$ cat config.mk
export PLATFORM = sky130hd
export DESIGN_NAME = rle_scanline_channel_decoder_flat
export DESIGN_NICKNAME = d
export VERILOG_FILES = /design/src/rtl/core/rlsd_pkg.sv /design/src/rtl/core/rlsd_code_if.sv /design/src/rtl/core/rlsd_pix_if.sv /design/src/rtl/core/rlsd_cfg_if.sv /design/src/rtl/core/rle_scanline_channel_decoder.sv /design/src/flat_wrapper.sv
export SDC_FILE = /design/constraint.sdc
export NUM_CORES = 1
export LEC_CHECK = 0
export CAP_MARGIN = 20
export CORE_ASPECT_RATIO = 0.8
export CORE_MARGIN = 3
export CORE_UTILIZATION = 38
export CTS_BUF_LIST = sky130_fd_sc_hd__clkbuf_16
export DETAILED_ROUTE_END_ITERATION = 12
export DONT_BUFFER_PORTS = 1
export PLACE_DENSITY = 0.63
export SYNTH_ARGS = -nofsm -noshare
export SYNTH_HDL_FRONTEND = slang
export SYNTH_SLANG_ARGS = --single-unit
$ cat constraint.sdc
create_clock -name clk -period 18.9 [get_ports clk]
set_clock_uncertainty 0.15 [all_clocks]
set_input_delay 0.945 -clock clk [delete_from_list [all_inputs] [get_ports clk]]
set_output_delay 0.945 -clock clk [all_outputs]
set_load 0.005 [all_outputs]
$ cat src/rtl/core/rlsd_pkg.sv
// rlsd_pkg: shared widths, codes and types of the run-length scanline channel decoder
// no dependencies
`timescale 1ns / 1ps

package rlsd_pkg;

	localparam int unsigned CODE_W     = 8;
	localparam int unsigned WIDTH_W    = 16;
	localparam int unsigned STRIDE_W   = 5;
	localparam int unsigned OFFSET_W   = 20;
	localparam int unsigned COUNT_W    = 8;
	localparam int unsigned POS_W      = 17;
	localparam int unsigned PROD_W     = COUNT_W + STRIDE_W;
	localparam int unsigned CFG_IDX_W  = 2;
	localparam int unsigned CFG_DATA_W = 16;

	localparam logic [STRIDE_W-1:0] MAX_STRIDE = 5'd16;

	typedef enum logic [CFG_IDX_W-1:0] {
		CFG_FILE_WIDTH    = 2'd0,
		CFG_IMAGE_WIDTH   = 2'd1,
		CFG_OUTPUT_STRIDE = 2'd2
	} cfg_idx_t;

	typedef enum logic [1:0] {
		PH_HEADER  = 2'd0,
		PH_REPEAT  = 2'd1,
		PH_LITERAL = 2'd2
	} phase_t;

	typedef struct packed {
		logic [CODE_W-1:0]   pixel_value;
		logic [WIDTH_W-1:0]  first_index;
		logic [OFFSET_W-1:0] byte_offset;
		logic [COUNT_W-1:0]  write_count;
		logic                line_end;
	} pix_t;

endpackage

$ cat src/rtl/core/rlsd_code_if.sv
// rlsd_code_if: coded byte channel, one code word per handshake
// depends on rlsd_pkg
`timescale 1ns / 1ps

interface rlsd_code_if;
	import rlsd_pkg::*;

	logic              valid;
	logic              ready;
	logic [CODE_W-1:0] code_byte;

	modport source (output valid, output code_byte, input ready);
	modport sink (input valid, input code_byte, output ready);
endinterface

$ cat src/rtl/core/rlsd_pix_if.sv
// rlsd_pix_if: decoded pixel write channel, one result word per handshake
// depends on rlsd_pkg
`timescale 1ns / 1ps

interface rlsd_pix_if;
	import rlsd_pkg::*;

	logic                valid;
	logic                ready;
	logic [CODE_W-1:0]   pixel_value;
	logic [WIDTH_W-1:0]  first_index;
	logic [OFFSET_W-1:0] byte_offset;
	logic [COUNT_W-1:0]  write_count;
	logic                line_end;

	modport source (output valid, output pixel_value, output first_index,
		output byte_offset, output write_count, output line_end, input ready);
	modport sink (input valid, input pixel_value, input first_index,
		input byte_offset, input write_count, input line_end, output ready);
endinterface

$ cat src/rtl/core/rlsd_cfg_if.sv
// rlsd_cfg_if: register write channel, index and data per word
// depends on rlsd_pkg
`timescale 1ns / 1ps

interface rlsd_cfg_if;
	import rlsd_pkg::*;

	logic                  valid;
	logic                  ready;
	logic [CFG_IDX_W-1:0]  index;
	logic [CFG_DATA_W-1:0] data;

	modport source (output valid, output index, output data, input ready);
	modport sink (input valid, input index, input data, output ready);
endinterface

$ cat src/rtl/core/rle_scanline_channel_decoder.sv
// rle_scanline_channel_decoder: one-channel run-length scanline decoder
// result: a value word's result is registered and shown in the cycle after acceptance; header words give none
// throughput: one code word per cycle when not stalled, set by the single result register and its skid-free
//   ready path (code.ready = result register empty or being taken)
// reset: arst_n clears line state, result valid and sets registers to file_width 1,
//   image_width 0, output_stride 1; cfg writes are always taken
`timescale 1ns / 1ps

module rle_scanline_channel_decoder (
	input logic     clk,
	input logic     arst_n,
	rlsd_cfg_if.sink  cfg,
	rlsd_code_if.sink code,
	rlsd_pix_if.source pix
);
	import rlsd_pkg::*;

	logic [WIDTH_W-1:0]  file_width_q;
	logic [WIDTH_W-1:0]  image_width_q;
	logic [STRIDE_W-1:0] stride_q;

	phase_t              phase_q, phase_d;
	logic [COUNT_W-1:0]  lit_left_q, lit_left_d;
	logic [COUNT_W-1:0]  rep_len_q, rep_len_d;
	logic [POS_W-1:0]    pos_q, pos_d;
	logic [OFFSET_W-1:0] off_q, off_d;

	pix_t res_q, res_d;
	logic res_valid_q;

	logic                accept;
	logic                emit;
	logic                finishing;
	logic [COUNT_W-1:0]  run_len;
	logic [COUNT_W-1:0]  lit_dec;
	logic [POS_W-1:0]    fw_eff;
	logic [STRIDE_W-1:0] stride_eff;
	logic [POS_W-1:0]    iw_ext;
	logic [POS_W-1:0]    room;
	logic [COUNT_W-1:0]  wc;
	logic [PROD_W-1:0]   prod;
	logic [POS_W-1:0]    pos_sum;
	logic [OFFSET_W-1:0] off_sum;
	logic                line_done;

	assign cfg.ready  = 1'b1;
	assign code.ready = !res_valid_q || pix.ready;
	assign accept     = code.valid && code.ready;

	// register writes
	always_ff @(posedge clk or negedge arst_n) begin
		if (!arst_n) begin
			file_width_q  <= WIDTH_W'(1);
			image_width_q <= '0;
			stride_q      <= STRIDE_W'(1);
		end else if (cfg.valid && cfg.ready) begin
			case (cfg.index)
				CFG_FILE_WIDTH:    file_width_q  <= cfg.data;
				CFG_IMAGE_WIDTH:   image_width_q <= cfg.data;
				CFG_OUTPUT_STRIDE: stride_q      <= cfg.data[STRIDE_W-1:0];
				default: ;
			endcase
		end
	end

	// run decode
	always_comb begin
		lit_dec   = lit_left_q - COUNT_W'(1);
		emit      = 1'b0;
		finishing = 1'b0;
		run_len   = '0;
		case (phase_q)
			PH_REPEAT: begin
				emit      = 1'b1;
				finishing = 1'b1;
				run_len   = rep_len_q;
			end
			PH_LITERAL: begin
				emit      = 1'b1;
				finishing = (lit_dec == '0);
				run_len   = COUNT_W'(1);
			end
			default: ;
		endcase
	end

	// clipping and position arithmetic
	always_comb begin
		fw_eff     = (file_width_q == '0) ? POS_W'(1) : {1'b0, file_width_q};
		stride_eff = (stride_q > MAX_STRIDE) ? MAX_STRIDE : stride_q;
		iw_ext     = {1'b0, image_width_q};
		room       = iw_ext - pos_q;
		if (pos_q >= iw_ext) begin
			wc = '0;
		end else if (room < POS_W'(run_len)) begin
			wc = room[COUNT_W-1:0];
		end else begin
			wc = run_len;
		end
		prod      = PROD_W'(wc) * PROD_W'(stride_eff);
		pos_sum   = pos_q + POS_W'(run_len);
		off_sum   = off_q + OFFSET_W'(prod);
		line_done = emit && finishing && (pos_sum >= fw_eff);
	end

	// next state
	always_comb begin
		phase_d    = phase_q;
		lit_left_d = lit_left_q;
		rep_len_d  = rep_len_q;
		pos_d      = pos_q;
		off_d      = off_q;
		if (accept) begin
			case (phase_q)
				PH_REPEAT: begin
					phase_d = PH_HEADER;
				end
				PH_LITERAL: begin
					lit_left_d = lit_dec;
					if (lit_dec == '0) begin
						phase_d = PH_HEADER;
					end
				end
				default: begin
					if (!code.code_byte[CODE_W-1]) begin
						rep_len_d = code.code_byte + COUNT_W'(1);
						phase_d   = PH_REPEAT;
					end else begin
						lit_left_d = ~code.code_byte + COUNT_W'(1);
						phase_d    = PH_LITERAL;
					end
				end
			endcase
			if (emit) begin
				pos_d = pos_sum;
				off_d = off_sum;
			end
			if (line_done) begin
				phase_d    = PH_HEADER;
				lit_left_d = '0;
				rep_len_d  = '0;
				pos_d      = '0;
				off_d      = '0;
			end
		end
	end

	// result word
	always_comb begin
		res_d.pixel_value = code.code_byte;
		res_d.first_index = pos_q[WIDTH_W-1:0];
		res_d.byte_offset = off_q;
		res_d.write_count = wc;
		res_d.line_end    = line_done;
	end

	always_ff @(posedge clk or negedge arst_n) begin
		if (!arst_n) begin
			phase_q     <= PH_HEADER;
			lit_left_q  <= '0;
			rep_len_q   <= '0;
			pos_q       <= '0;
			off_q       <= '0;
			res_valid_q <= 1'b0;
		end else begin
			phase_q    <= phase_d;
			lit_left_q <= lit_left_d;
			rep_len_q  <= rep_len_d;
			pos_q      <= pos_d;
			off_q      <= off_d;
			if (accept && emit) begin
				res_valid_q <= 1'b1;
			end else if (pix.ready) begin
				res_valid_q <= 1'b0;
			end
		end
	end

	always_ff @(posedge clk) begin
		if (accept && emit) begin
			res_q <= res_d;
		end
	end

	assign pix.valid       = res_valid_q;
	assign pix.pixel_value = res_q.pixel_value;
	assign pix.first_index = res_q.first_index;
	assign pix.byte_offset = res_q.byte_offset;
	assign pix.write_count = res_q.write_count;
	assign pix.line_end    = res_q.line_end;

endmodule

$ cat src/flat_wrapper.sv
// flat-port wrapper written by rule: the top's interface ports become plain ports
module rle_scanline_channel_decoder_flat import rlsd_pkg::*;
  (clk, arst_n, cfg_valid, cfg_index, cfg_data, cfg_ready, code_valid, code_code_byte, code_ready, pix_valid, pix_pixel_value, pix_first_index, pix_byte_offset, pix_write_count, pix_line_end, pix_ready);
  rlsd_cfg_if cfg_i ();
  rlsd_code_if code_i ();
  rlsd_pix_if pix_i ();
  input logic clk;
  input logic arst_n;
  input wire logic [$bits(cfg_i.valid)-1:0] cfg_valid;
  input wire logic [$bits(cfg_i.index)-1:0] cfg_index;
  input wire logic [$bits(cfg_i.data)-1:0] cfg_data;
  output wire logic [$bits(cfg_i.ready)-1:0] cfg_ready;
  input wire logic [$bits(code_i.valid)-1:0] code_valid;
  input wire logic [$bits(code_i.code_byte)-1:0] code_code_byte;
  output wire logic [$bits(code_i.ready)-1:0] code_ready;
  output wire logic [$bits(pix_i.valid)-1:0] pix_valid;
  output wire logic [$bits(pix_i.pixel_value)-1:0] pix_pixel_value;
  output wire logic [$bits(pix_i.first_index)-1:0] pix_first_index;
  output wire logic [$bits(pix_i.byte_offset)-1:0] pix_byte_offset;
  output wire logic [$bits(pix_i.write_count)-1:0] pix_write_count;
  output wire logic [$bits(pix_i.line_end)-1:0] pix_line_end;
  input wire logic [$bits(pix_i.ready)-1:0] pix_ready;
  assign cfg_i.valid = cfg_valid;
  assign cfg_i.index = cfg_index;
  assign cfg_i.data = cfg_data;
  assign cfg_ready = cfg_i.ready;
  assign code_i.valid = code_valid;
  assign code_i.code_byte = code_code_byte;
  assign code_ready = code_i.ready;
  assign pix_valid = pix_i.valid;
  assign pix_pixel_value = pix_i.pixel_value;
  assign pix_first_index = pix_i.first_index;
  assign pix_byte_offset = pix_i.byte_offset;
  assign pix_write_count = pix_i.write_count;
  assign pix_line_end = pix_i.line_end;
  assign pix_i.ready = pix_ready;
  rle_scanline_channel_decoder u_core (.clk(clk), .arst_n(arst_n), .cfg(cfg_i), .code(code_i), .pix(pix_i));
endmodule
==> flow_results.xml, run 1 <==
<?xml version="1.0" encoding="UTF-8"?>
<metrics>
  <group name="status">
    <metric name="outcome" unit="">complete, no violations</metric>
  </group>
  <group name="worst_setup_path">
    <metric name="cp_slowest_cell" unit="">sky130_fd_sc_hd__a2111oi_0</metric>
    <metric name="setup.worst_path.end_class" unit="">flip-flop</metric>
    <metric name="critical_path_class" unit="">flip-flop to flip-flop</metric>
    <metric name="cp.required" unit="ns">19.06</metric>
    <metric name="arrival_time_reported_for_the_critical_path_endpoint" unit="ns">8.62</metric>
    <metric name="crit_top_cell" unit="">sky130_fd_sc_hd__inv_1</metric>
    <metric name="worstPathMaxFanout" unit="">48</metric>
    <metric name="critical_path.max_stage_delay" unit="ns">0.71</metric>
    <metric name="start_kind" unit="">flip-flop</metric>
  </group>
  <group name="clock_tree">
    <metric name="post_cts_hold_buffer_count" unit="">0</metric>
    <metric name="cts_tree" unit="">done</metric>
    <metric name="htree_num_levels" unit="">4</metric>
    <metric name="clkSlewWorstSetupHoldPaths" unit="ns">0.07</metric>
    <metric name="tritoncts_num_sinks" unit="">146</metric>
    <metric name="cts.path.max_buffers" unit="">2</metric>
    <metric name="post_cts_buffers" unit="">0</metric>
    <metric name="total_clock_buffers_created_by_cts" unit="">17</metric>
    <metric name="ctsResizeCount" unit="">0</metric>
    <metric name="clk-insertion-delay-late" unit="ns">0.44</metric>
    <metric name="cts_root_buf" unit="">sky130_fd_sc_hd__clkbuf_16</metric>
  </group>
  <group name="route">
    <metric name="drtPass1Iterations" unit="">5</metric>
    <metric name="route.detailed.drc" unit="">0</metric>
    <metric name="violation_count_after_the_first_detailed_routing_iteration" unit="">537</metric>
    <metric name="routed_wirelength" unit="µm">24560</metric>
    <metric name="num_vias" unit="">7438</metric>
    <metric name="route.antenna.remaining_nets" unit="">0</metric>
    <metric name="route.detailed.vias_per_inst" unit="">5.286</metric>
    <metric name="detailed_route_wire_length_per_cell" unit="µm">17.45</metric>
  </group>
  <group name="job">
    <metric name="cap_violations" unit="">0</metric>
  </group>
  <group name="synth">
    <metric name="post_synthesis_average_cell_area" unit="µm²">9.580</metric>
    <metric name="yosysWarnings" unit="">0</metric>
    <metric name="synth-seq-area-share" unit="%">38.44</metric>
    <metric name="synthesis.nets" unit="">1203</metric>
    <metric name="synth_enable_flop_cells" unit="">53</metric>
    <metric name="post_synth_num_cell_types" unit="">70</metric>
    <metric name="synth.largest_area_cell" unit="">sky130_fd_sc_hd__dfrtp_1</metric>
    <metric name="syn_inst" unit="">1065</metric>
    <metric name="synth_common_cells" unit="">sky130_fd_sc_hd__nor2_1 (141), sky130_fd_sc_hd__inv_1 (105), sky130_fd_sc_hd__nand2_1 (94)</metric>
    <metric name="area_of_the_mapped_netlist" unit="µm²">10200</metric>
    <metric name="synth_top_cell_area_share" unit="%">22.32</metric>
    <metric name="synth.most_common_cell" unit="">sky130_fd_sc_hd__nor2_1</metric>
    <metric name="postSynth.topFlopCell" unit="">sky130_fd_sc_hd__dfrtp_1</metric>
    <metric name="async_flop_share" unit="%">63.70</metric>
    <metric name="synth_top_cells_by_area" unit="">sky130_fd_sc_hd__dfrtp_1 (22%), sky130_fd_sc_hd__edfxtp_1 (16%), sky130_fd_sc_hd__ha_1 (9.3%)</metric>
    <metric name="yosys_register_bits" unit="">146</metric>
  </group>
  <group name="place">
    <metric name="placed_cell_area" unit="µm²">10480</metric>
    <metric name="port_buffers" unit="">0</metric>
    <metric name="finalWeightedCongestion" unit="">0.8581</metric>
    <metric name="dp_hpwl" unit="µm">17970</metric>
  </group>
  <group name="sta">
    <metric name="final-hold-violation-count" unit="">0</metric>
    <metric name="layout_worst_path_cycle_share" unit="%">44.75</metric>
    <metric name="max-slew-margin-rel" unit="%">38.56</metric>
    <metric name="grt_setup_unrepaired" unit="">no</metric>
    <metric name="worst_slew_pin_slew" unit="ns">0.9188</metric>
    <metric name="max_freq" unit="MHz">118.2</metric>
    <metric name="finalWorstPathRequiredPeriod" unit="ns">8.457</metric>
    <metric name="setup_tns" unit="ns">0</metric>
    <metric name="finalSetupViolCount" unit="">0</metric>
    <metric name="drv_slew" unit="">0</metric>
    <metric name="worst_hold_slack" unit="ns">0.05111</metric>
  </group>
  <group name="global_route">
    <metric name="antenna_found_initial" unit="">0</metric>
    <metric name="total_routing_resource_utilization_after_global_routing" unit="%">17.39</metric>
    <metric name="grt_start_max_net_pins" unit="">94</metric>
    <metric name="first_pass_grt_wire_length" unit="µm">39610</metric>
    <metric name="final_global_route_overflow_total" unit="">0</metric>
    <metric name="grt_pass1_vias" unit="">7170</metric>
  </group>
  <group name="cells_and_area">
    <metric name="diodes" unit="">0</metric>
    <metric name="layout-drive-gt1-share" unit="%">11.08</metric>
    <metric name="seqCellArea" unit="µm²">3921</metric>
    <metric name="syn_to_final_growth" unit="%">7.837</metric>
    <metric name="multi_input_comb_area" unit="µm²">5673</metric>
    <metric name="final_net_count" unit="">1181</metric>
    <metric name="count_of_fill_cells_added_during_filler_insertion" unit="">2491</metric>
    <metric name="post-route-cell-area" unit="µm²">11000</metric>
  </group>
  <group name="min_path">
    <metric name="hp-class" unit="">input port to asynchronous set/reset pin</metric>
  </group>
  <group name="pwr">
    <metric name="vdd_ir_drop_max" unit="V">0.00009084</metric>
    <metric name="powerDensity" unit="nW/µm²">140.8</metric>
    <metric name="p_leak" unit="nW">4.886</metric>
  </group>
  <group name="floorplanning">
    <metric name="fp.dieArea" unit="µm²">28860</metric>
    <metric name="initial_utilization" unit="%">39.50</metric>
    <metric name="area_inside_the_core_boundary" unit="µm²">25830</metric>
    <metric name="row_count" unit="">52</metric>
    <metric name="die_w" unit="µm">189.2</metric>
    <metric name="height_of_the_die" unit="µm">152.6</metric>
    <metric name="floorplan.io_pins" unit="">87</metric>
  </group>
</metrics>
## stage by stage
step | setup WS, ns | power, mW | instances | utilization (%)
final | 10.44 | 1.549 | 1407 | 42.59
after CTS | 10.47 | 1.558 | 1407 | 42.59
after global placement | 10.79 | 1.229 | 1375 | 40.58
after floorplan | 11.45 | 1.050 | 1065 | -
after detailed placement | 10.48 | 1.245 | 1375 | 40.58
after global routing | 9.827 | 1.679 | 1407 | 42.59
## report_power, final
part,internal [mW],switching (mW),total (mW)
clock,0.166,0.140,0.306
sequential,0.439,0.0727,0.511
combinational,0.271,0.461,0.732
## worst max-delay path, delay by kind of cell, from the launching register on
kind	cells	cell delay [ns]
buffers and inverters	5	0.65
XOR/XNOR	2	0.60
AO/OA/AOI/OAI	10	2.72
flip-flops	1	0.46
AND/OR/NAND/NOR	8	0.87
multiplexers	1	0.38
adder cells (fa/ha/maj)	6	2.50
## flip-flops by register name, indices dropped and copies added (netlist names), 16 cells and up
name / cells
u_core.image_width_q: 16
u_core.pos_q: 17
u_core.file_width_q: 16
u_core.pix.byte_offset: 20
u_core.pix.first_index: 16
u_core.off_q: 20
## cells by family (layout without fill, tap and decap cells)
| kind of cell | after synthesis | count (layout) | synth area share, % |
|---|---|---|---|
| DFF | 146 | 146 | 38.44 |
| xor gates and xnor gates | 48 | 48 | 4.121 |
| buffers and inverters | 153 | 144 | 6.009 |
| other | 1 | 1 | 0.03676 |
| adders and majority gates | 107 | 107 | 15.40 |
| and+or+nand+nor | 343 | 343 | 15.32 |
| muxes | 73 | 73 | 8.462 |
| AOI/OAI and AO/OA | 194 | 194 | 12.22 |
## path summary, 6_finish.rpt
check,endpoint,slack [ns],cells after the start,from
max,u_core.off_q[19],10.44,32,u_core.pos_q[1]
min,u_core.off_q[0],0.05,0,arst_n
max reg2reg,u_core.off_q[19],10.44,32,u_core.pos_q[1]
min reg2reg,u_core.pix.first_index[15],0.34,0,u_core.pos_q[15]
max in group asynchronous,u_core.file_width_q[0],18.30,0,arst_n
min in group clk,u_core.pix.first_index[15],0.34,0,u_core.pos_q[15]
## layer usage
metal | part of all wire (%) | up-vias | GRT usage [%]
met1 | 48 | 3594 | 24.50
met5 | 0 | - | 0
met3 | 5.7 | 28 | 4.692
met2 | 45 | 190 | 26.66
met4 | 1.4 | 0 | 4.254
li1 | - | 3626 | -
## cell usage in the layout, fill, tap and decap left out, types with 4 or more instances in the layout
cell type / instances
sky130_fd_sc_hd__nand2_1: 94
sky130_fd_sc_hd__o21a_1: 13
sky130_fd_sc_hd__nand3_1: 16
sky130_fd_sc_hd__nor2b_1: 9
sky130_fd_sc_hd__nor4_1: 10
sky130_fd_sc_hd__inv_1: 105
sky130_fd_sc_hd__nand4_1: 11
sky130_fd_sc_hd__o31a_1: 4
sky130_fd_sc_hd__a21oi_1: 38
sky130_fd_sc_hd__xor2_1: 20
sky130_fd_sc_hd__clkinv_2: 4
sky130_fd_sc_hd__a21o_1: 7
sky130_fd_sc_hd__o21bai_1: 5
sky130_fd_sc_hd__xnor2_1: 28
sky130_fd_sc_hd__or3b_2: 5
sky130_fd_sc_hd__o22ai_1: 12
sky130_fd_sc_hd__mux2i_1: 9
sky130_fd_sc_hd__dfrtp_1: 91
sky130_fd_sc_hd__fa_1: 31
sky130_fd_sc_hd__ha_1: 76
sky130_fd_sc_hd__mux2_4: 14
sky130_fd_sc_hd__o21ai_1: 4
sky130_fd_sc_hd__mux2_2: 50
sky130_fd_sc_hd__buf_4: 7
sky130_fd_sc_hd__o31ai_1: 16
sky130_fd_sc_hd__clkinvlp_4: 4
sky130_fd_sc_hd__nor3_1: 15
sky130_fd_sc_hd__nor2_1: 141
sky130_fd_sc_hd__o21ai_0: 56
sky130_fd_sc_hd__edfxtp_1: 53
sky130_fd_sc_hd__clkbuf_16: 17
sky130_fd_sc_hd__a22o_1: 6
sky130_fd_sc_hd__or2_2: 4
sky130_fd_sc_hd__a211oi_1: 7
sky130_fd_sc_hd__and3_1: 4
sky130_fd_sc_hd__or3_1: 6
sky130_fd_sc_hd__nand2b_1: 11
## final cells by class
cell class / count / area share (%)
Sequential cell: 146 / 35.64
Tap cell: 351 / 3.992
Timing Repair Buffer: 7 / 0.4777
Multi-Input combinational cell: 766 / 51.56
Clock buffer: 17 / 3.867
Inverter: 105 / 3.594
Clock inverter: 15 / 0.8643
No activity file was read; power rests on OpenSTA's default activity.
==> run 2, diff against run 1 <==
ABC_AREA = 1   (was unset)
PLACE_DENSITY = 0.65   (was 0.63)
clock period = 7.2 ns   (was 18.9 ns; I/O delays follow)
==> run 2 against run 1 <==
Effect of this change:
- sequential power rose to 2.6 times the previous value
- non-clock buffer count increased by 27
- critical path type unchanged
- synthesized cell count is 14% higher
- clock-buffer cell count unchanged
- largest cell class unchanged
- first-iteration DRC count up 19%
- fmax grew 24%
- wire length is 2.3% lower
- die area is 1.8% lower
- core utilization grew 1.4 points
- synthesized area decreased by 1.8%
==> flow_results.xml, run 2 <==
<?xml version="1.0" encoding="UTF-8"?>
<metrics>
  <group name="status">
    <metric name="outcome" unit="">complete, no violations</metric>
  </group>
  <group name="synth">
    <metric name="synth.most_common_cell" unit="">sky130_fd_sc_hd__nand2_1</metric>
    <metric name="postSynth.topFlopCell" unit="">sky130_fd_sc_hd__dfrtp_1</metric>
    <metric name="synth_enable_flop_cells" unit="">53</metric>
    <metric name="synth.largest_area_cell" unit="">sky130_fd_sc_hd__dfrtp_1</metric>
    <metric name="synthesis.nets" unit="">1356</metric>
    <metric name="async_flop_share" unit="%">63.70</metric>
    <metric name="area_of_the_mapped_netlist" unit="µm²">10020</metric>
    <metric name="synth_common_cells" unit="">sky130_fd_sc_hd__nand2_1 (275), sky130_fd_sc_hd__inv_1 (225), sky130_fd_sc_hd__dfrtp_1 (91)</metric>
    <metric name="yosys_register_bits" unit="">146</metric>
    <metric name="syn_inst" unit="">1218</metric>
    <metric name="synth_top_cell_area_share" unit="%">22.74</metric>
    <metric name="post_synth_num_cell_types" unit="">46</metric>
    <metric name="yosysWarnings" unit="">0</metric>
    <metric name="post_synthesis_average_cell_area" unit="µm²">8.223</metric>
    <metric name="synth-seq-area-share" unit="%">39.15</metric>
    <metric name="synth_top_cells_by_area" unit="">sky130_fd_sc_hd__dfrtp_1 (23%), sky130_fd_sc_hd__edfxtp_1 (16%), sky130_fd_sc_hd__nand2_1 (10%)</metric>
  </group>
  <group name="min_path">
    <metric name="worst_hold_path.endpoint" unit="">u_core.image_width_q[2]</metric>
    <metric name="hp-class" unit="">input port to flip-flop</metric>
    <metric name="hold_start" unit="">cfg_data[2]</metric>
    <metric name="worst_hold_stages" unit="">2</metric>
  </group>
  <group name="cells_and_area">
    <metric name="count_of_fill_cells_added_during_filler_insertion" unit="">2557</metric>
    <metric name="diodes" unit="">0</metric>
    <metric name="seqCellArea" unit="µm²">3921</metric>
    <metric name="mostFrequentLayoutCells" unit="">sky130_fd_sc_hd__nand2_1 (275), sky130_fd_sc_hd__inv_1 (227), sky130_fd_sc_hd__dfrtp_1 (91), sky130_fd_sc_hd__o21ai_0 (79), sky130_fd_sc_hd__nor2_1 (78)</metric>
    <metric name="most_common_cell_after_layout_fill_and_taps_aside" unit="">sky130_fd_sc_hd__nand2_1</metric>
    <metric name="final_net_count" unit="">1387</metric>
    <metric name="layout-drive-gt1-share" unit="%">7.845</metric>
    <metric name="post-route-cell-area" unit="µm²">11280</metric>
    <metric name="syn_to_final_growth" unit="%">12.65</metric>
    <metric name="multi_input_comb_area" unit="µm²">5147</metric>
  </group>
  <group name="place">
    <metric name="port_buffers" unit="">0</metric>
    <metric name="placed_cell_area" unit="µm²">10400</metric>
    <metric name="finalWeightedCongestion" unit="">0.9046</metric>
    <metric name="dp_hpwl" unit="µm">18060</metric>
  </group>
  <group name="worst_setup_path">
    <metric name="timing.reg2reg.worst_path_depth" unit="">32</metric>
    <metric name="critical_path_class" unit="">flip-flop to flip-flop</metric>
    <metric name="arrival_time_reported_for_the_critical_path_endpoint" unit="ns">6.94</metric>
    <metric name="cp.required" unit="ns">7.33</metric>
    <metric name="r2r_slack" unit="ns">0.39</metric>
    <metric name="crit_top_cell" unit="">sky130_fd_sc_hd__nand2_1</metric>
    <metric name="worst_r2r_startpoint" unit="">u_core.pos_q[0]</metric>
    <metric name="setup.worst_path.end_class" unit="">flip-flop</metric>
    <metric name="cp_slowest_cell" unit="">sky130_fd_sc_hd__fa_1</metric>
    <metric name="critical_path.max_stage_delay" unit="ns">0.52</metric>
    <metric name="worstPathMaxFanout" unit="">8</metric>
    <metric name="timing.rr.end" unit="">u_core.off_q[11]</metric>
    <metric name="start_kind" unit="">flip-flop</metric>
  </group>
  <group name="global_route">
    <metric name="final_global_route_overflow_total" unit="">0</metric>
    <metric name="grt_start_max_net_pins" unit="">94</metric>
    <metric name="first_pass_grt_wire_length" unit="µm">39380</metric>
    <metric name="total_routing_resource_utilization_after_global_routing" unit="%">17.47</metric>
    <metric name="antenna_found_initial" unit="">0</metric>
    <metric name="grt_pass1_vias" unit="">7572</metric>
  </group>
  <group name="clock_tree">
    <metric name="cts_root_buf" unit="">sky130_fd_sc_hd__clkbuf_16</metric>
    <metric name="cts_tree" unit="">done</metric>
    <metric name="total_clock_buffers_created_by_cts" unit="">17</metric>
    <metric name="cts.path.max_buffers" unit="">2</metric>
    <metric name="clkSlewWorstSetupHoldPaths" unit="ns">0.07</metric>
    <metric name="htree_num_levels" unit="">4</metric>
    <metric name="clk-insertion-delay-late" unit="ns">0.43</metric>
    <metric name="tritoncts_num_sinks" unit="">146</metric>
  </group>
  <group name="floorplanning">
    <metric name="area_inside_the_core_boundary" unit="µm²">25630</metric>
    <metric name="initial_utilization" unit="%">39.07</metric>
    <metric name="height_of_the_die" unit="µm">151.2</metric>
    <metric name="die_w" unit="µm">187.5</metric>
    <metric name="floorplan.io_pins" unit="">87</metric>
    <metric name="fp.dieArea" unit="µm²">28350</metric>
    <metric name="row_count" unit="">52</metric>
  </group>
  <group name="pwr">
    <metric name="p_leak" unit="nW">5.772</metric>
    <metric name="sequentialPowerShare" unit="%">31.9</metric>
    <metric name="share_comb_of_total_power" unit="%">47.4</metric>
    <metric name="netSwitchingPower" unit="mW">1.846</metric>
    <metric name="p_clk_share" unit="%">20.7</metric>
    <metric name="powerDensity" unit="nW/µm²">370.1</metric>
    <metric name="p_int" unit="mW">2.330</metric>
    <metric name="vdd_ir_drop_max" unit="V">0.0002050</metric>
    <metric name="power.switching_fraction" unit="%">44.20</metric>
  </group>
  <group name="route">
    <metric name="route.detailed.vias_per_inst" unit="">4.945</metric>
    <metric name="route.antenna.remaining_nets" unit="">0</metric>
    <metric name="num_vias" unit="">7976</metric>
    <metric name="routed_wirelength" unit="µm">24010</metric>
    <metric name="route.detailed.drc" unit="">0</metric>
    <metric name="drtPass1Iterations" unit="">5</metric>
    <metric name="violation_count_after_the_first_detailed_routing_iteration" unit="">637</metric>
    <metric name="detailed_route_wire_length_per_cell" unit="µm">14.88</metric>
  </group>
  <group name="sta">
    <metric name="drv_slew" unit="">0</metric>
    <metric name="setup_tns" unit="ns">0</metric>
    <metric name="max-slew-margin-rel" unit="%">42.11</metric>
    <metric name="final-hold-violation-count" unit="">0</metric>
    <metric name="grt_setup_unrepaired" unit="">no</metric>
    <metric name="finalSetupViolCount" unit="">0</metric>
    <metric name="finalWorstPathRequiredPeriod" unit="ns">6.807</metric>
    <metric name="layout_worst_path_cycle_share" unit="%">94.55</metric>
    <metric name="max_freq" unit="MHz">146.9</metric>
    <metric name="worst_slew_pin_slew" unit="ns">0.8663</metric>
  </group>
  <group name="job">
    <metric name="cap_violations" unit="">0</metric>
  </group>
</metrics>
run 2: repair_timing:
action	CTS	global route
resized for setup	0	6
setup buffers	0	4
hold endpoints to repair	133	0
setup endpoints to repair	0	8
hold buffers	25	0
run 2: how the worst max path moves through the flow:
| stage | end | cells past startpoint | from |
|---|---|---|---|
| 5_1_grt | u_core.off_q[17] | 36 | u_core.pos_q[0] |
| 3_3_place_gp | u_core.off_q[19] | 36 | u_core.pos_q[0] |
| 2_1_floorplan | u_core.off_q[11] | 32 | u_core.pos_q[0] |
| 6_report | u_core.off_q[11] | 32 | u_core.pos_q[0] |
| 4_1_cts | u_core.off_q[11] | 32 | u_core.pos_q[0] |
| 3_5_place_dp | u_core.off_q[11] | 32 | u_core.pos_q[0] |
run 2: layer usage:
layer | wire length [µm] | track usage, %
met5 | 0 | 0
met4 | 277 | 3.937
met3 | 1425 | 3.517
met2 | 9991 | 25.60
met1 | 12310 | 26.52
run 2: area by class of cell:
cell class                      count  area share (%)
Multi-Input combinational cell    818           45.62
Sequential cell                   146           34.75
Inverter                          232           7.718
Tap cell                          351           3.892
Clock buffer                       17           3.770
Timing Repair Buffer               34           3.005
Clock inverter                     15           1.242
run 2: power groups by stage:
stage	combinational, mW	sequential [mW]	clock, mW
2_1_floorplan	1.49	1.28	0
3_3_place_gp	1.86	1.34	0
3_5_place_dp	1.90	1.35	0
4_1_cts	1.94	1.33	0.884
5_1_grt	2.26	1.36	0.926
6_report	1.98	1.33	0.866
run 2: cells by family (layout without fill, tap and decap cells):
| group | Yosys count | in the layout | synth area share (%) |
|---|---|---|---|
| fa+ha+maj | 107 | 107 | 15.69 |
| mux | 1 | 1 | 0.09994 |
| compound gates | 145 | 145 | 7.895 |
| flops | 146 | 146 | 39.15 |
| other cells | 1 | 1 | 0.03744 |
| xor+xnor | 45 | 45 | 3.935 |
| simple gates | 519 | 519 | 23.52 |
| buf+inv | 254 | 298 | 9.669 |
run 2: stage by stage:
stage                     cells  power, mW  setup slack (ns)  utilization [%]  hold WS [ns]
after detailed placement   1551      3.250            0.3088            40.55      -0.07979
final                      1613      4.176            0.3927            44.02       0.01178
after global placement     1551      3.205            0.5544            40.55      -0.08027
after global routing       1613      4.551         0.0002665            44.02      0.009042
after floorplan            1218      2.770            0.8969                -      -0.08559
after CTS                  1608      4.158            0.2894            43.80     0.0005996
run 2: worst max-delay path, delay by kind of cell (launching register included):
kind                     cells  cell delay, ns
adder cells (fa/ha/maj)      7            2.74
XOR/XNOR                     2            0.40
AO/OA/AOI/OAI                6            1.09
flip-flops                   1            0.41
AND/OR/NAND/NOR             14            1.64
buffers and inverters        3            0.20
==> run 3, diff against run 2 <==
==> constraint.sdc (replaced) <==
create_clock -name clk -period 7.2 [get_ports clk]
set_clock_uncertainty 0.15 [all_clocks]
set_input_delay 1.08 -clock clk [delete_from_list [all_inputs] [get_ports clk]]
set_output_delay 1.08 -clock clk [all_outputs]
set_load 0.005 [all_outputs]
==> run 3 against run 2 <==
Effect of this change:
- first-iteration DRC count grew 0.94%
- design area shrank 2.3%
- hold slack gained 0.19 ns
- sequential power is essentially flat
- non-clock buffer count shrank 25
- via count shrank 1.6%
- total power shrank 0.67%
- register-to-register slack is essentially flat
- global-route usage shrank 0.28 points
==> flow_results.xml, run 3 (synthesis gave the netlist of run 2 again) <==
<?xml version="1.0" encoding="UTF-8"?>
<metrics>
  <group name="sta">
    <metric name="grt_setup_unrepaired" unit="">no</metric>
    <metric name="worst_slew_pin_slew" unit="ns">0.8561</metric>
    <metric name="finalWorstPathRequiredPeriod" unit="ns">6.803</metric>
    <metric name="drv_slew" unit="">0</metric>
    <metric name="setup_tns" unit="ns">0</metric>
    <metric name="max-slew-margin-rel" unit="%">42.79</metric>
    <metric name="max_freq" unit="MHz">147.0</metric>
    <metric name="final-hold-violation-count" unit="">0</metric>
    <metric name="layout_worst_path_cycle_share" unit="%">94.48</metric>
    <metric name="worst_hold_slack" unit="ns">0.2000</metric>
    <metric name="finalSetupViolCount" unit="">0</metric>
  </group>
  <group name="worst_setup_path">
    <metric name="critical_path_class" unit="">flip-flop to flip-flop</metric>
    <metric name="cp_slowest_cell" unit="">sky130_fd_sc_hd__fa_1</metric>
    <metric name="crit_top_cell" unit="">sky130_fd_sc_hd__nand2_1</metric>
    <metric name="worstPathMaxFanout" unit="">8</metric>
    <metric name="arrival_time_reported_for_the_critical_path_endpoint" unit="ns">7.02</metric>
    <metric name="timing.rr.end" unit="">u_core.off_q[18]</metric>
    <metric name="r2r_slack" unit="ns">0.40</metric>
    <metric name="setup.worst_path.end_class" unit="">flip-flop</metric>
    <metric name="worst_r2r_startpoint" unit="">u_core.pos_q[0]</metric>
    <metric name="timing.reg2reg.worst_path_depth" unit="">34</metric>
    <metric name="start_kind" unit="">flip-flop</metric>
    <metric name="cp.required" unit="ns">7.42</metric>
    <metric name="critical_path.max_stage_delay" unit="ns">0.55</metric>
  </group>
  <group name="place">
    <metric name="dp_hpwl" unit="µm">18060</metric>
    <metric name="placed_cell_area" unit="µm²">10400</metric>
    <metric name="port_buffers" unit="">0</metric>
    <metric name="finalWeightedCongestion" unit="">0.9046</metric>
    <metric name="place_inst" unit="">1551</metric>
  </group>
  <group name="route">
    <metric name="num_vias" unit="">7847</metric>
    <metric name="m1WireLength" unit="µm">12120</metric>
    <metric name="highest-signal-layer" unit="">met4</metric>
    <metric name="detailed_route_wire_length_per_cell" unit="µm">14.81</metric>
    <metric name="drtPass1Iterations" unit="">5</metric>
    <metric name="routed_wirelength" unit="µm">23520</metric>
    <metric name="route.antenna.remaining_nets" unit="">0</metric>
    <metric name="met2_length" unit="µm">9661</metric>
    <metric name="met3RoutedLength" unit="µm">1456</metric>
    <metric name="violation_count_after_the_first_detailed_routing_iteration" unit="">643</metric>
    <metric name="route.detailed.drc" unit="">0</metric>
    <metric name="route.detailed.vias_per_inst" unit="">4.941</metric>
  </group>
  <group name="cells_and_area">
    <metric name="final-instance-count-excl-fill" unit="">1588</metric>
    <metric name="layout-drive-gt1-share" unit="%">7.922</metric>
    <metric name="final_net_count" unit="">1362</metric>
    <metric name="post-route-cell-area" unit="µm²">11020</metric>
    <metric name="diodes" unit="">0</metric>
    <metric name="mostFrequentLayoutCells" unit="">sky130_fd_sc_hd__nand2_1 (275), sky130_fd_sc_hd__inv_1 (227), sky130_fd_sc_hd__dfrtp_1 (91), sky130_fd_sc_hd__o21ai_0 (79), sky130_fd_sc_hd__nor2_1 (78)</metric>
    <metric name="most_common_cell_after_layout_fill_and_taps_aside" unit="">sky130_fd_sc_hd__nand2_1</metric>
    <metric name="syn_to_final_growth" unit="%">10.02</metric>
  </group>
  <group name="floorplanning">
    <metric name="floorplan.io_pins" unit="">87</metric>
    <metric name="initial_utilization" unit="%">39.07</metric>
    <metric name="area_inside_the_core_boundary" unit="µm²">25630</metric>
    <metric name="height_of_the_die" unit="µm">151.2</metric>
    <metric name="die_w" unit="µm">187.5</metric>
    <metric name="row_count" unit="">52</metric>
    <metric name="fp.dieArea" unit="µm²">28350</metric>
  </group>
  <group name="pwr">
    <metric name="powerDensity" unit="nW/µm²">376.5</metric>
    <metric name="design_power_total" unit="mW">4.149</metric>
    <metric name="vdd_ir_drop_max" unit="V">0.0002040</metric>
    <metric name="p_leak" unit="nW">5.661</metric>
  </group>
  <group name="clock_tree">
    <metric name="total_clock_buffers_created_by_cts" unit="">17</metric>
    <metric name="clkSlewWorstSetupHoldPaths" unit="ns">0.06</metric>
    <metric name="htree_num_levels" unit="">4</metric>
    <metric name="clk-insertion-delay-late" unit="ns">0.43</metric>
    <metric name="tritoncts_num_sinks" unit="">146</metric>
    <metric name="post_cts_hold_buffer_count" unit="">0</metric>
    <metric name="cts.path.max_buffers" unit="">2</metric>
    <metric name="cts_tree" unit="">done</metric>
    <metric name="cts_root_buf" unit="">sky130_fd_sc_hd__clkbuf_16</metric>
  </group>
  <group name="global_route">
    <metric name="total_routing_resource_utilization_after_global_routing" unit="%">17.18</metric>
    <metric name="grt_pass1_vias" unit="">7428</metric>
    <metric name="final_global_route_overflow_total" unit="">0</metric>
    <metric name="grt_start_max_net_pins" unit="">94</metric>
    <metric name="first_pass_grt_wire_length" unit="µm">38780</metric>
    <metric name="antenna_found_initial" unit="">0</metric>
  </group>
  <group name="job">
    <metric name="cap_violations" unit="">0</metric>
  </group>
  <group name="min_path">
    <metric name="hp-class" unit="">input port to asynchronous set/reset pin</metric>
  </group>
  <group name="status">
    <metric name="outcome" unit="">complete, no violations</metric>
  </group>
</metrics>
run 3: worst max path at each step:
stage | startpoint | to | slack (ns) | cells after the start
after CTS | u_core.pos_q[0] | u_core.off_q[11] | 0.29 | 32
after detailed placement | u_core.pos_q[0] | u_core.off_q[11] | 0.31 | 32
after floorplan | u_core.pos_q[0] | u_core.off_q[11] | 0.90 | 32
after global routing | u_core.pos_q[0] | u_core.off_q[17] | 0.0003 | 36
after global placement | u_core.pos_q[0] | u_core.off_q[19] | 0.55 | 36
final | u_core.pos_q[0] | u_core.off_q[18] | 0.40 | 34
run 3: critical path: cells and delay by family, from the launching register on:
| kind | cells | cell delay [ns] |
|---|---|---|
| adder cells (fa/ha/maj) | 7 | 2.80 |
| AND/OR/NAND/NOR | 18 | 2.31 |
| AO/OA/AOI/OAI | 3 | 0.52 |
| flip-flops | 1 | 0.41 |
| XOR/XNOR | 2 | 0.28 |
| buffers and inverters | 4 | 0.26 |
run 3: cell type report:
cell class / count / area, µm²
multi-input combinational: 818 / 5147
clock buffer: 17 / 425.4
clock inverter: 15 / 140.1
fill: 2585 / 14620
tap: 351 / 439.2
timing repair buffer: 9 / 75.07
sequential: 146 / 3921
inverter: 232 / 870.8
run 3: timing repair:
action	in CTS	in global routing
hold endpoints to repair	0	0
buffers inserted	0	4
setup endpoints to repair	0	8
gates resized for setup	0	6
run 3: routing by layer:
| layer | up-vias | global-route usage (%) |
|---|---|---|
| met5 | - | 0 |
| met4 | 0 | 3.862 |
| li1 | 3916 | - |
| met1 | 3684 | 26.14 |
| met3 | 22 | 3.725 |
| met2 | 225 | 24.91 |
run 3: power by group:
group          switching, mW  leakage (nW)  internal, mW
Combinational           1.29          3.67         0.667
Sequential             0.185          1.70          1.14
Clock                  0.354         0.292         0.508
run 3: stage by stage:
| step | util [%] | setup WS [ns] |
|---|---|---|
| floorplan | - | 0.8969 |
| global placement | 40.55 | 0.5544 |
| detailed placement | 40.55 | 0.3088 |
| CTS | 42.76 | 0.2894 |
| global route | 42.99 | 0.0002665 |
| finish | 42.99 | 0.3972 |
